===== config.mk =====
export PLATFORM = sky130hd
export DESIGN_NAME = url_percent_codec
export DESIGN_NICKNAME = d
export VERILOG_FILES = /design/src/rtl/core/upc_pkg.sv /design/src/rtl/core/upc_front.sv /design/src/rtl/core/upc_queue.sv /design/src/rtl/core/upc_back.sv /design/src/rtl/core/url_percent_codec.sv
export VERILOG_INCLUDE_DIRS = /design/src /design/src/rtl/core
export SDC_FILE = /design/constraint.sdc
export NUM_CORES = 1
export LEC_CHECK = 0
export BUFFER_PORTS_ARGS = -buffer_cell sky130_fd_sc_hd__buf_4
export CAP_MARGIN = 20
export CORE_UTILIZATION = 40
export CTS_BUF_LIST = sky130_fd_sc_hd__clkbuf_16
export DETAILED_ROUTE_END_ITERATION = 10
export PLACE_DENSITY = 0.68
export SLEW_MARGIN = 30
export SYNTH_ARGS = -nofsm -noshare
export SYNTH_HDL_FRONTEND = slang
export SYNTH_SLANG_ARGS = --single-unit

===== constraint.sdc =====
create_clock -name i_clk -period 5.4 [get_ports i_clk]
set_input_delay 0.54 -clock i_clk [delete_from_list [all_inputs] [get_ports i_clk]]
set_output_delay 0.54 -clock i_clk [all_outputs]
set_load 0.05 [all_outputs]

===== src/rtl/core/url_percent_codec_defines.svh =====
// Assertion macros shared by the URL percent codec RTL.
// Depends on nothing; expects i_clk and i_rst_n in the module that uses them.
`ifndef URL_PERCENT_CODEC_DEFINES_SVH
`define URL_PERCENT_CODEC_DEFINES_SVH

// Same-cycle implication, checked on every rising edge out of reset.
`define UPC_ASSERT_NOW(label, ante, cons, msg) \
    label: assert property (@(posedge i_clk) disable iff (!i_rst_n) \
        (ante) |-> (cons)) else $error(msg);

// Next-cycle implication, checked on every rising edge out of reset.
`define UPC_ASSERT_NEXT(label, ante, cons, msg) \
    label: assert property (@(posedge i_clk) disable iff (!i_rst_n) \
        (ante) |=> (cons)) else $error(msg);

`endif


===== src/rtl/core/upc_pkg.sv =====
// Package for the URL percent codec: word types, character constants and
// the character classification helpers. Depends on nothing.
`default_nettype none

package upc_pkg;

    localparam logic [7:0] CH_PERCENT = 8'h25;
    localparam logic [7:0] CH_PLUS    = 8'h2B;
    localparam logic [7:0] CH_SPACE   = 8'h20;

    // Most result words one source byte can produce.
    localparam int unsigned JOB_BYTES = 3;

    typedef struct packed {
        logic [7:0] in_byte;
        logic       end_of_string;
    } t_in_word;

    typedef struct packed {
        logic [7:0] out_byte;
        logic       run_last;
        logic       string_done;
    } t_out_word;

    // Work for the back end: up to three bytes, how many, and whether the
    // last of them closes the string.
    typedef struct packed {
        logic [JOB_BYTES-1:0][7:0] bytes;
        logic [1:0]                cnt;
        logic                      done;
    } t_job;

    function automatic logic upc_is_hex(input logic [7:0] c);
        return (c >= 8'h30 && c <= 8'h39) || (c >= 8'h41 && c <= 8'h46) ||
               (c >= 8'h61 && c <= 8'h66);
    endfunction

    // Value of a hex digit character; only meaningful when upc_is_hex holds.
    function automatic logic [3:0] upc_hex_val(input logic [7:0] c);
        logic [7:0] v;
        if (c <= 8'h39) begin
            v = c - 8'h30;
        end else if (c <= 8'h46) begin
            v = c - 8'h37;
        end else begin
            v = c - 8'h57;
        end
        return v[3:0];
    endfunction

    // Uppercase hex digit character for a nibble.
    function automatic logic [7:0] upc_hex_digit(input logic [3:0] v);
        return (v < 4'd10) ? (8'h30 + {4'h0, v}) : (8'h37 + {4'h0, v});
    endfunction

    // Characters that pass through the encoder unchanged.
    function automatic logic upc_passes(input logic [7:0] c);
        return (c >= 8'h30 && c <= 8'h39) || (c >= 8'h41 && c <= 8'h5A) ||
               (c >= 8'h61 && c <= 8'h7A) || c == 8'h2D || c == 8'h2E ||
               c == 8'h5F || c == 8'h7E;
    endfunction

endpackage

`default_nettype wire


===== src/rtl/core/upc_front.sv =====
// Front end of the URL percent codec: holds the mode register and the escape
// state, and turns each accepted source word into a job. Depends on upc_pkg.
`default_nettype none

module upc_front (
    input  wire logic              i_clk,
    input  wire logic              i_rst_n,
    input  wire logic              i_cfg_we,
    input  wire logic              i_cfg_wdata,
    input  wire logic              i_push,
    input  wire upc_pkg::t_in_word i_in_word,
    input  wire logic              i_q_full,
    output logic                   o_q_push,
    output upc_pkg::t_job          o_job
);
    import upc_pkg::*;

    typedef enum logic [1:0] {
        ESC_IDLE,
        ESC_PCT,
        ESC_HEX
    } t_esc;

    t_esc       r_esc, n_esc;
    logic [7:0] r_held, n_held;
    logic       r_decode;
    t_job       n_job;
    logic [1:0] k;
    logic       do_fresh;
    logic       accept;
    logic [7:0] b;
    logic       last;
    logic       b_hex;

    assign b      = i_in_word.in_byte;
    assign last   = i_in_word.end_of_string;
    assign b_hex  = upc_is_hex(b);
    assign accept = i_push && !i_q_full;

    always_comb begin
        n_esc    = r_esc;
        n_held   = r_held;
        n_job    = '0;
        k        = 2'd0;
        do_fresh = 1'b0;
        if (!r_decode) begin
            n_esc = ESC_IDLE;
            if (upc_passes(b)) begin
                n_job.bytes[k] = b;
                k = k + 2'd1;
            end else if (b == CH_SPACE) begin
                n_job.bytes[k] = CH_PLUS;
                k = k + 2'd1;
            end else begin
                n_job.bytes[k] = CH_PERCENT;
                k = k + 2'd1;
                n_job.bytes[k] = upc_hex_digit(b[7:4]);
                k = k + 2'd1;
                n_job.bytes[k] = upc_hex_digit(b[3:0]);
                k = k + 2'd1;
            end
        end else begin
            n_esc = ESC_IDLE;
            unique case (r_esc)
                ESC_PCT: begin
                    if (b_hex) begin
                        if (last) begin
                            n_job.bytes[k] = CH_PERCENT;
                            k = k + 2'd1;
                            n_job.bytes[k] = b;
                            k = k + 2'd1;
                        end else begin
                            n_held = b;
                            n_esc  = ESC_HEX;
                        end
                    end else begin
                        n_job.bytes[k] = CH_PERCENT;
                        k = k + 2'd1;
                        do_fresh = 1'b1;
                    end
                end
                ESC_HEX: begin
                    if (b_hex) begin
                        n_job.bytes[k] = {upc_hex_val(r_held), upc_hex_val(b)};
                        k = k + 2'd1;
                    end else begin
                        n_job.bytes[k] = CH_PERCENT;
                        k = k + 2'd1;
                        n_job.bytes[k] = r_held;
                        k = k + 2'd1;
                        do_fresh = 1'b1;
                    end
                    n_held = '0;
                end
                ESC_IDLE: do_fresh = 1'b1;
                default:  do_fresh = 1'b1;
            endcase
            // The byte is handled as if no escape were pending.
            if (do_fresh) begin
                if (b == CH_PERCENT) begin
                    if (last) begin
                        n_job.bytes[k] = CH_PERCENT;
                        k = k + 2'd1;
                    end else begin
                        n_esc = ESC_PCT;
                    end
                end else if (b == CH_PLUS) begin
                    n_job.bytes[k] = CH_SPACE;
                    k = k + 2'd1;
                end else begin
                    n_job.bytes[k] = b;
                    k = k + 2'd1;
                end
            end
            if (last) begin
                n_esc  = ESC_IDLE;
                n_held = '0;
            end
        end
        n_job.cnt  = k;
        n_job.done = last;
    end

    always_ff @(posedge i_clk) begin
        if (!i_rst_n) begin
            r_decode <= 1'b0;
            r_esc    <= ESC_IDLE;
            r_held   <= '0;
        end else if (i_cfg_we) begin
            r_decode <= i_cfg_wdata;
            r_esc    <= ESC_IDLE;
            r_held   <= '0;
        end else if (accept) begin
            r_esc  <= n_esc;
            r_held <= n_held;
        end
    end

    assign o_q_push = accept && (n_job.cnt != 2'd0);
    assign o_job    = n_job;

endmodule

`default_nettype wire


===== src/rtl/core/upc_queue.sv =====
// Two-entry job queue between the front and back ends of the URL percent
// codec. Depends on upc_pkg.
`default_nettype none

module upc_queue (
    input  wire logic          i_clk,
    input  wire logic          i_rst_n,
    input  wire logic          i_push,
    input  wire upc_pkg::t_job i_job,
    input  wire logic          i_pop,
    output upc_pkg::t_job      o_job,
    output logic               o_full,
    output logic               o_empty
);
    import upc_pkg::*;

    t_job       r_head;
    t_job       r_tail;
    logic [1:0] r_cnt;

    always_ff @(posedge i_clk) begin
        if (!i_rst_n) begin
            r_cnt <= 2'd0;
        end else begin
            unique case ({i_push, i_pop})
                2'b11: begin
                    if (r_cnt == 2'd1) begin
                        r_head <= i_job;
                    end else begin
                        r_head <= r_tail;
                        r_tail <= i_job;
                    end
                end
                2'b10: begin
                    if (r_cnt == 2'd0) begin
                        r_head <= i_job;
                    end else begin
                        r_tail <= i_job;
                    end
                    r_cnt <= r_cnt + 2'd1;
                end
                2'b01: begin
                    r_head <= r_tail;
                    r_cnt  <= r_cnt - 2'd1;
                end
                default: begin
                end
            endcase
        end
    end

    assign o_job   = r_head;
    assign o_full  = (r_cnt == 2'd2);
    assign o_empty = (r_cnt == 2'd0);

endmodule

`default_nettype wire


===== src/rtl/core/upc_back.sv =====
// Back end of the URL percent codec: unpacks one job at a time into result
// words through a single output register. Depends on upc_pkg and the macros.
`default_nettype none
`include "url_percent_codec_defines.svh"

module upc_back (
    input  wire logic          i_clk,
    input  wire logic          i_rst_n,
    input  wire upc_pkg::t_job i_job,
    input  wire logic          i_q_empty,
    output logic               o_q_pop,
    input  wire logic          i_pop,
    output logic               o_empty,
    output upc_pkg::t_out_word o_out_word
);
    import upc_pkg::*;

    t_job       r_job;
    logic       r_busy;
    logic [1:0] r_idx;
    logic       r_out_valid;
    t_out_word  r_out;
    logic       out_free;
    logic       emit;
    logic       fin;
    logic       take;

    assign out_free = !r_out_valid || i_pop;
    assign emit     = r_busy && out_free;
    assign fin      = emit && (r_idx == r_job.cnt - 2'd1);
    assign take     = !i_q_empty && (!r_busy || fin);

    always_ff @(posedge i_clk) begin
        if (!i_rst_n) begin
            r_busy      <= 1'b0;
            r_idx       <= 2'd0;
            r_out_valid <= 1'b0;
        end else begin
            if (emit) begin
                r_out.out_byte    <= r_job.bytes[r_idx];
                r_out.run_last    <= fin;
                r_out.string_done <= fin && r_job.done;
                r_out_valid       <= 1'b1;
            end else if (i_pop) begin
                r_out_valid <= 1'b0;
            end
            if (take) begin
                r_job  <= i_job;
                r_idx  <= 2'd0;
                r_busy <= 1'b1;
            end else begin
                if (emit) begin
                    r_idx <= r_idx + 2'd1;
                end
                if (fin) begin
                    r_busy <= 1'b0;
                end
            end
        end
    end

    assign o_q_pop    = take;
    assign o_empty    = !r_out_valid;
    assign o_out_word = r_out;

    `UPC_ASSERT_NOW(a_job_not_empty, r_busy, r_job.cnt != 2'd0, "busy with an empty job")
    `UPC_ASSERT_NOW(a_idx_in_job, r_busy, r_idx < r_job.cnt, "byte index beyond job")
    `UPC_ASSERT_NEXT(a_job_continues, emit && !fin, r_busy, "job dropped before last byte")
    `UPC_ASSERT_NOW(a_done_on_last, r_out_valid && r_out.string_done, r_out.run_last, "string end flagged on a word that is not the last of its byte")

endmodule

`default_nettype wire


===== src/rtl/core/url_percent_codec.sv =====
// URL form codec (percent-encoding) on a byte stream, top level.
// Depends on upc_pkg, upc_front, upc_queue, upc_back and the macros header.
//
// The block converts one source byte per accepted input word. With the mode
// register at 0 it encodes: letters, digits and - . _ ~ pass unchanged, a
// space becomes '+', and every other byte becomes '%' and two uppercase hex
// digits. With the mode register at 1 it decodes: '%' with two hex digits of
// either case becomes one byte, '+' becomes a space, and an escape that is cut
// short or broken is emitted literally before the byte that broke it is
// handled afresh; a pending escape is flushed literally at end of string.
// Each source byte gives zero to three result words; run_last marks the final
// word of a byte and string_done the final word of the string. Writing the
// mode register drops any escape in progress, so write it only while idle.
// Rate: an input word is accepted in any cycle the two-entry job queue has
// room, and the output register emits one result word per cycle while the
// consumer pops it, so that single output register sets the sustained rate.
// The first word of a byte goes through the job queue and the back end's job
// register before it reaches the output register.
`default_nettype none

module url_percent_codec (
    input  wire logic               i_clk,
    input  wire logic               i_rst_n,
    input  wire logic               i_cfg_we,
    input  wire logic               i_cfg_wdata,
    input  wire logic               push,
    output logic                    full,
    input  wire upc_pkg::t_in_word  i_in_word,
    output logic                    empty,
    input  wire logic               pop,
    output upc_pkg::t_out_word      o_out_word
);
    import upc_pkg::*;

    // Job path from the classifier through the queue to the unpacker.
    t_job q_in_job;
    t_job q_out_job;
    logic q_push;
    logic q_pop;
    logic q_full;
    logic q_empty;

    // The front end classifies each word and builds its job in the same cycle.
    upc_front u_front (
        .i_clk       (i_clk),
        .i_rst_n     (i_rst_n),
        .i_cfg_we    (i_cfg_we),
        .i_cfg_wdata (i_cfg_wdata),
        .i_push      (push),
        .i_in_word   (i_in_word),
        .i_q_full    (q_full),
        .o_q_push    (q_push),
        .o_job       (q_in_job)
    );

    // The queue lets the front keep accepting while the back end is stalled.
    upc_queue u_queue (
        .i_clk   (i_clk),
        .i_rst_n (i_rst_n),
        .i_push  (q_push),
        .i_job   (q_in_job),
        .i_pop   (q_pop),
        .o_job   (q_out_job),
        .o_full  (q_full),
        .o_empty (q_empty)
    );

    // The back end unpacks each head job, one result word per cycle unless the output stalls.
    upc_back u_back (
        .i_clk      (i_clk),
        .i_rst_n    (i_rst_n),
        .i_job      (q_out_job),
        .i_q_empty  (q_empty),
        .o_q_pop    (q_pop),
        .i_pop      (pop),
        .o_empty    (empty),
        .o_out_word (o_out_word)
    );

    // Input is refused only while the job queue is full.
    assign full = q_full;

endmodule

`default_nettype wire

==> key figures, run 1 <==
Cells and area
  – FILL cells: 1436
  – Fin cells: 859
  – Layout cells sized above 1: 14.0%
  – P&R area growth vs syn: 11.4%
  – Antenna diodes: 0
  – Nets: 681

Timing
  – Final worst setup slack: 0.393 ns
  – Unrepaired setup endpoints after global routing: false
  – Hold Slack: 0.421 ns
  – Final Skew: 0.0175 ns
  – Setup_tns: 0 ns
  – Fin crit period: 5.01 ns
  – Rel. slew slack: 49.2%
  – Worst Tran Pin Value: 0.752 ns
  – Fmax: 0.200 GHz
  – Final setup viols: 0
  – Pins Over Slew Limit: 0
  – Part of the cycle the worst path needs: 92.7%
  – Final Hold Violating Endpoints: 0

Critical path
  – Worst Path Required: 5.58 ns
  – Setup Crit Path Kind: input pin to flip-flop
  – Maximum fanout along the worst path: 18
  – Worst Path Arrival: 5.18 ns
  – CP startpoint kind: input pin
  – Crit. End Element: flip-flop

Yosys
  – Synth area leader: edfxtp_1
  – Post-synth ARST share: 0%
  – Mapped Nets: 669
  – Post-synth EDFFs: 91
  – Warnings from Yosys: 0
  – Seq/Total Area, Yosys: 48.4%
  – Avg Cell Area, Syn: 10.1 um2
  – Most used flip-flop cell after synthesis: edfxtp_1
  – Post-synth top cells: edfxtp_1 (91), nand2_1 (64), a21oi_1 (54), nor2_1 (44), o21ai_0 (32)
  – Synth unique cells: 79
  – Mapped Area: 6340 um2
  – Mapped Cells: 631
  – Area contributors post-synth: edfxtp_1 (43%), dfxtp_1 (5.4%), ha_1 (4.5%), a21oi_1 (4.3%), nand2_1 (3.8%)
  – Seq cells post-synth: 108
  – Yosys top cell area share: 43.1%
  – Top-count cell post-synth: edfxtp_1

Floorplanning
  – Num rows: 45
  – I/O pins: 27
  – Initial cell density of the core: 41.4%
  – Area of the core: 15300 um2
  – Die width: 128 um
  – Chip height: 128 um
  – Die ar.: 16400 um2

Power
  – Comb pwr share: 33.6%
  – Worst vdd ir: 229 uV
  – Power share of the sequential group: 44.5%
  – Leakage power: 2.56 nW
  – Switching fraction of total power: 35.0%
  – Sw power: 0.00107 W
  – Power density over the cells: 431 nW/um2
  – Power, Total: 0.00304 W
  – Cell internal power dissipation: 0.00198 W
  – Clock power frac: 21.9%

GRT
  – Vias in the first global route: 4751
  – Pin count of the biggest net entering global routing: 29
  – Initial antenna violation count: 0
  – First-pass GRT wire length: 25400 um
  – Grt ovf: 0
  – GRT Total Usage: 19.9%

Route
  – Vias/cell: 5.88
  – Drt wl/cell: 18.2 um
  – DRT Pass-1 Iters: 6
  – Antenna Nets Post-Route: 0
  – Post-Route WL: 15700 um
  – DR vias: 5051
  – Initial DRC count: 657
  – # DRC: 0

Clock network
  – CTS root buf: clkbuf_16
  – Sink Count: 108
  – Longest Clk Path Bufs: 2
  – Cts repair resizes: 0
  – Hold-fix buffers at CTS: 0
  – CTS tree: yes
  – Worst-path clk slew: 0.08 ns
  – Total setup buffers inserted after CTS: 0
  – Num CTS Buffers: 9
  – CTS H-tree depth: 3
  – Clk_lat worst skew: 0.36 ns

Placed design
  – Worst slack, placed: 0.121 ns
  – I/O Buffers: 26
  – DP HPWL: 11300 um
  – GP Congestion: 1.01
  – Placed cell count: 843

Outcome
  – Outcome: completed

Min path
  – HP Class: flip-flop to flip-flop

Flow run
  – Max Cap Viol: 0
==> power by group through the flow <==
stage	logic [W]	clock network [W]	registers [W]
floorplan	0.000739	0	0.00137
global placement	0.000978	0	0.00137
detailed placement	0.00102	0	0.00138
CTS	0.00102	0.000685	0.00136
global route	0.00113	0.000712	0.00138
finish	0.00102	0.000666	0.00136
==> registers in the layout, indices dropped and copies added (netlist names) <==
signal and count:
u_back.r_job 27, u_queue.o_job 27, u_queue.r_tail 27, u_back.o_out_word 10, u_front.r_held 8, u_back.r_idx 2, u_front.r_esc 2, u_queue.r_cnt 2
u_back.r_busy 1, u_back.r_out_valid 1, u_front.r_decode 1
==> cells in the final DEF, fill, tap and decap left out, types with 20 or more instances in the layout <==
master	count
a21oi_1	54
ha_1	23
nor2_1	44
mux2i_1	20
buf_4	43
edfxtp_1	91
inv_1	27
o21ai_0	32
nand2_1	64
==> per-stage QoR <==
stage	instance area, um2	util, %
floorplan	6360	-
global placement	6760	44.2
detailed placement	6760	44.2
CTS	7070	46.2
global route	7070	46.2
finish	7070	46.2
==> worst paths after layout <==
kind / start / to / slack, ns / cells after the start
setup / recovery: i_in_word[1] / u_queue.o_job[17] / 0.39 / 21
hold / removal: u_queue.o_job[15] / u_back.r_job[15] / 0.42 / 0
setup reg to reg: u_front.r_esc[1] / u_queue.o_job[17] / 1.37 / 18
hold reg to reg: u_queue.o_job[15] / u_back.r_job[15] / 0.42 / 0
==> per-layer routing <==
layer	up-vias	wire, um	global-route usage [%]
met5	-	0	0
met4	0	407	7.54
met3	30	1100	3.26
met2	248	7360	32.3
met1	2392	6790	26.8
li1	2381	-	-
==> cells by family after synthesis <==
kind of cell	after synthesis	synth area share [%]
compound gates	193	20.7
fa+ha+maj	23	4.54
xor+xnor	13	1.79
simple gates	201	16.4
buf+inv	70	4.48
flops	108	48.4
mux	23	3.69
==> worst max-delay path, stage by stage <==
cell	delay (ns)
buf_4	0.16
inv_1	0.15
ha_1	0.19
or4b_4	0.47
a311oi_2	0.35
o22ai_2	0.23
nor2_4	0.28
a21oi_1	0.14
or2_2	0.34
ha_1	0.31
inv_1	0.09
a41oi_1	0.11
mux2i_1	0.18
a21oi_1	0.06
o21bai_1	0.19
buf_4	0.16
ha_1	0.43
buf_4	0.32
a21o_1	0.16
o21ai_0	0.07
a21oi_1	0.23
==> layout make-up <==
cell class | instances | area (um2) | area share, %
timing repair buffer | 43 | 323 | 4.57
tap | 211 | 264 | 3.74
clock inverter | 7 | 80.1 | 1.13
clock buffer | 9 | 225 | 3.19
inverter | 28 | 105 | 1.49
multi-input combinational | 453 | 3000 | 42.4
sequential | 108 | 3070 | 43.5
No activity file was read; power rests on OpenSTA's default activity.
==> run 2, diff against run 1 <==
PLACE_DENSITY = 0.66   (was 0.68)
clock period = 5.1 ns   (was 5.4 ns; I/O delays follow)
==> key figures, run 2 (synthesis gave the netlist of run 1 again) <==
Outcome
  – Outcome: completed

Timing
  – Worst Tran Pin Value: 0.782 ns (+0.0306 ns)
  – Part of the cycle the worst path needs: 93.1%
  – Rel. slew slack: 47.7% (-1.5 points)
  – Setup_tns: 0 ns (unchanged)
  – Fin crit period: 4.75 ns
  – Final setup viols: 0 (unchanged)
  – Final Hold Violating Endpoints: 0 (unchanged)
  – Pins Over Slew Limit: 0 (unchanged)
  – Unrepaired setup endpoints after global routing: false
  – Final Skew: 0.00941 ns (-0.00811 ns)
  – Fmax: 0.211 GHz

Clock network
  – CTS root buf: clkbuf_16
  – CTS tree: yes
  – Cts repair resizes: 0 (unchanged)
  – Longest Clk Path Bufs: 2 (unchanged)
  – Hold-fix buffers at CTS: 0 (unchanged)
  – CTS H-tree depth: 3 (unchanged)
  – Num CTS Buffers: 9 (unchanged)
  – Total setup buffers inserted after CTS: 0 (unchanged)
  – Worst-path clk slew: 0.08 ns (about the same)
  – Clk_lat worst skew: 0.36 ns (about the same)
  – Sink Count: 108 (unchanged)

Critical path
  – Reg2Reg Depth: 18 (unchanged)
  – Reg-to-reg critical path startpoint: u_front.r_esc[1]
  – Worst Path Arrival: 4.86 ns (-0.32 ns)
  – Crit. End Element: flip-flop
  – Maximum fanout along the worst path: 16 (-2)
  – CP startpoint kind: input pin
  – Setup Crit Path Kind: input pin to flip-flop
  – Worst Path Required: 5.21 ns (-0.37 ns)
  – Reg2Reg Capture Point: u_queue.o_job[7]
  – Reg2Reg Setup Slack: 1.08 ns (-0.29 ns)

Power
  – Sw power: 0.00113 W (+6.3%)
  – Clock power frac: 21.9% (about the same)
  – Worst vdd ir: 196 uV (-14%)
  – Cell internal power dissipation: 0.00212 W (+7.3%)
  – Power density over the cells: 455 nW/um2 (+5.5%)
  – Power share of the sequential group: 44.0% (-0.5 points)
  – Switching fraction of total power: 34.8% (-0.20 points)
  – Comb pwr share: 34.1% (+0.5 points)
  – Leakage power: 2.61 nW (+2.2%)

Route
  – # DRC: 0 (unchanged)
  – DRT Pass-1 Iters: 5 (-1)
  – Antenna Nets Post-Route: 0 (unchanged)
  – Post-Route WL: 15900 um (+1.6%)
  – Initial DRC count: 419 (-36%)
  – Drt wl/cell: 18.3 um (+0.35%)
  – Vias/cell: 5.69 (-3.3%)
  – DR vias: 4949 (-2.0%)

Floorplanning
  – I/O pins: 27 (unchanged)
  – Initial cell density of the core: 41.4% (unchanged)
  – Die width: 128 um (unchanged)
  – Die ar.: 16400 um2 (unchanged)
  – Chip height: 128 um (unchanged)
  – Num rows: 45 (unchanged)
  – Area of the core: 15300 um2 (unchanged)

Placed design
  – GP Congestion: 0.939 (-7.3%)
  – Placed cell count: 854 (+1.3%)
  – DP HPWL: 11700 um (+4.3%)
  – I/O Buffers: 26 (unchanged)

Min path
  – HP Class: input pin to flip-flop
  – Worst Hold Path EP: u_front.r_decode
  – Worst hold start: i_cfg_wdata
  – WHS Path Cells: 3 (+3)

Cells and area
  – Antenna diodes: 0 (unchanged)
  – P&R area growth vs syn: 12.9%
  – Highest-count cells in the layout ignoring fill and taps: edfxtp_1 (91), nand2_1 (64), a21oi_1 (54), buf_4 (54), nor2_1 (44)
  – Nets: 692 (+1.6%)
  – Layout cells sized above 1: 15.8% (+1.7 points)
  – Commonest non-fill, non-tap cell in the layout: edfxtp_1
  – Fin cells: 870 (+1.3%)

Flow run
  – Max Cap Viol: 0 (unchanged)

GRT
  – Pin count of the biggest net entering global routing: 29 (unchanged)
  – First-pass GRT wire length: 25300 um (-0.33%)
  – GRT Total Usage: 20.1% (+0.14 points)
  – Grt ovf: 0 (unchanged)
  – Vias in the first global route: 4724 (-0.57%)
  – Initial antenna violation count: 0 (unchanged)
run 2: changes by cell type in the layout (fill, tap and decap cells not counted), sizes merged:
cell      change
buf          +11
clkinv        +1
clkinvlp      -1
run 2: worst max path at each step:
stage / end / cells after the start / startpoint
after floorplan: u_queue.r_tail[0] / 21 / i_in_word[2]
after detailed placement: u_queue.o_job[21] / 21 / i_in_word[2]
after global routing: u_queue.o_job[16] / 21 / i_in_word[2]
final: u_queue.o_job[7] / 21 / i_in_word[2]
after global placement: u_queue.o_job[16] / 21 / i_in_word[2]
after CTS: u_queue.o_job[7] / 22 / i_in_word[2]
run 2: routing by layer:
| layer | wire length, um | GRT usage, % | share of wire, % | up-vias |
|---|---|---|---|---|
| met2 | 7490 | 32.6 | 47 | 153 |
| met4 | 408 | 8.44 | 2.6 | 0 |
| li1 | - | - | - | 2406 |
| met1 | 7280 | 26.7 | 46 | 2358 |
| met3 | 749 | 3.09 | 4.7 | 32 |
| met5 | 0 | 0 | 0 | - |
run 2: worst max-delay path: stages:
cell	delay (ns)
buf_4	0.12
inv_1	0.14
ha_2	0.22
or4b_4	0.47
a311oi_2	0.33
o22ai_2	0.15
nor2_4	0.19
buf_4	0.15
mux2i_1	0.32
ha_1	0.31
inv_1	0.08
a41oi_1	0.11
mux2i_1	0.16
a21oi_1	0.05
o21bai_1	0.18
inv_1	0.09
ha_1	0.42
buf_4	0.25
and2_1	0.25
a2bb2o_4	0.24
o21a_1	0.10
run 2: area by class of cell:
type | count | area, um2
Clock buffer | 9 | 225
Timing Repair Buffer | 54 | 405
Clock inverter | 7 | 91.3
Fill cell | 1444 | 8150
Inverter | 28 | 105
Tap cell | 211 | 264
Sequential cell | 108 | 3070
Multi-Input combinational cell | 453 | 3000
run 2: stage by stage:
stage / hold WS [ns] / total power [W] / area (um2) / utilization, % / setup slack, ns
floorplan: 0.400 / 0.00225 / 6370 / - / 0.0125
global placement: 0.403 / 0.00252 / 6850 / 44.7 / 0.196
detailed placement: 0.405 / 0.00255 / 6850 / 44.7 / 0.0318
CTS: 0.409 / 0.00327 / 7160 / 46.8 / 0.388
global route: 0.429 / 0.00343 / 7160 / 46.8 / 0.0824
finish: 0.417 / 0.00326 / 7160 / 46.8 / 0.352
run 2: power groups by stage:
stage / Combinational [W] / Clock, W / Sequential [W]
after floorplan: 0.000791 / 0 / 0.00145
after global placement: 0.00107 / 0 / 0.00145
after detailed placement: 0.00110 / 0 / 0.00146
after CTS: 0.00111 / 0.000726 / 0.00144
after global routing: 0.00122 / 0.000754 / 0.00146
final: 0.00111 / 0.000714 / 0.00143
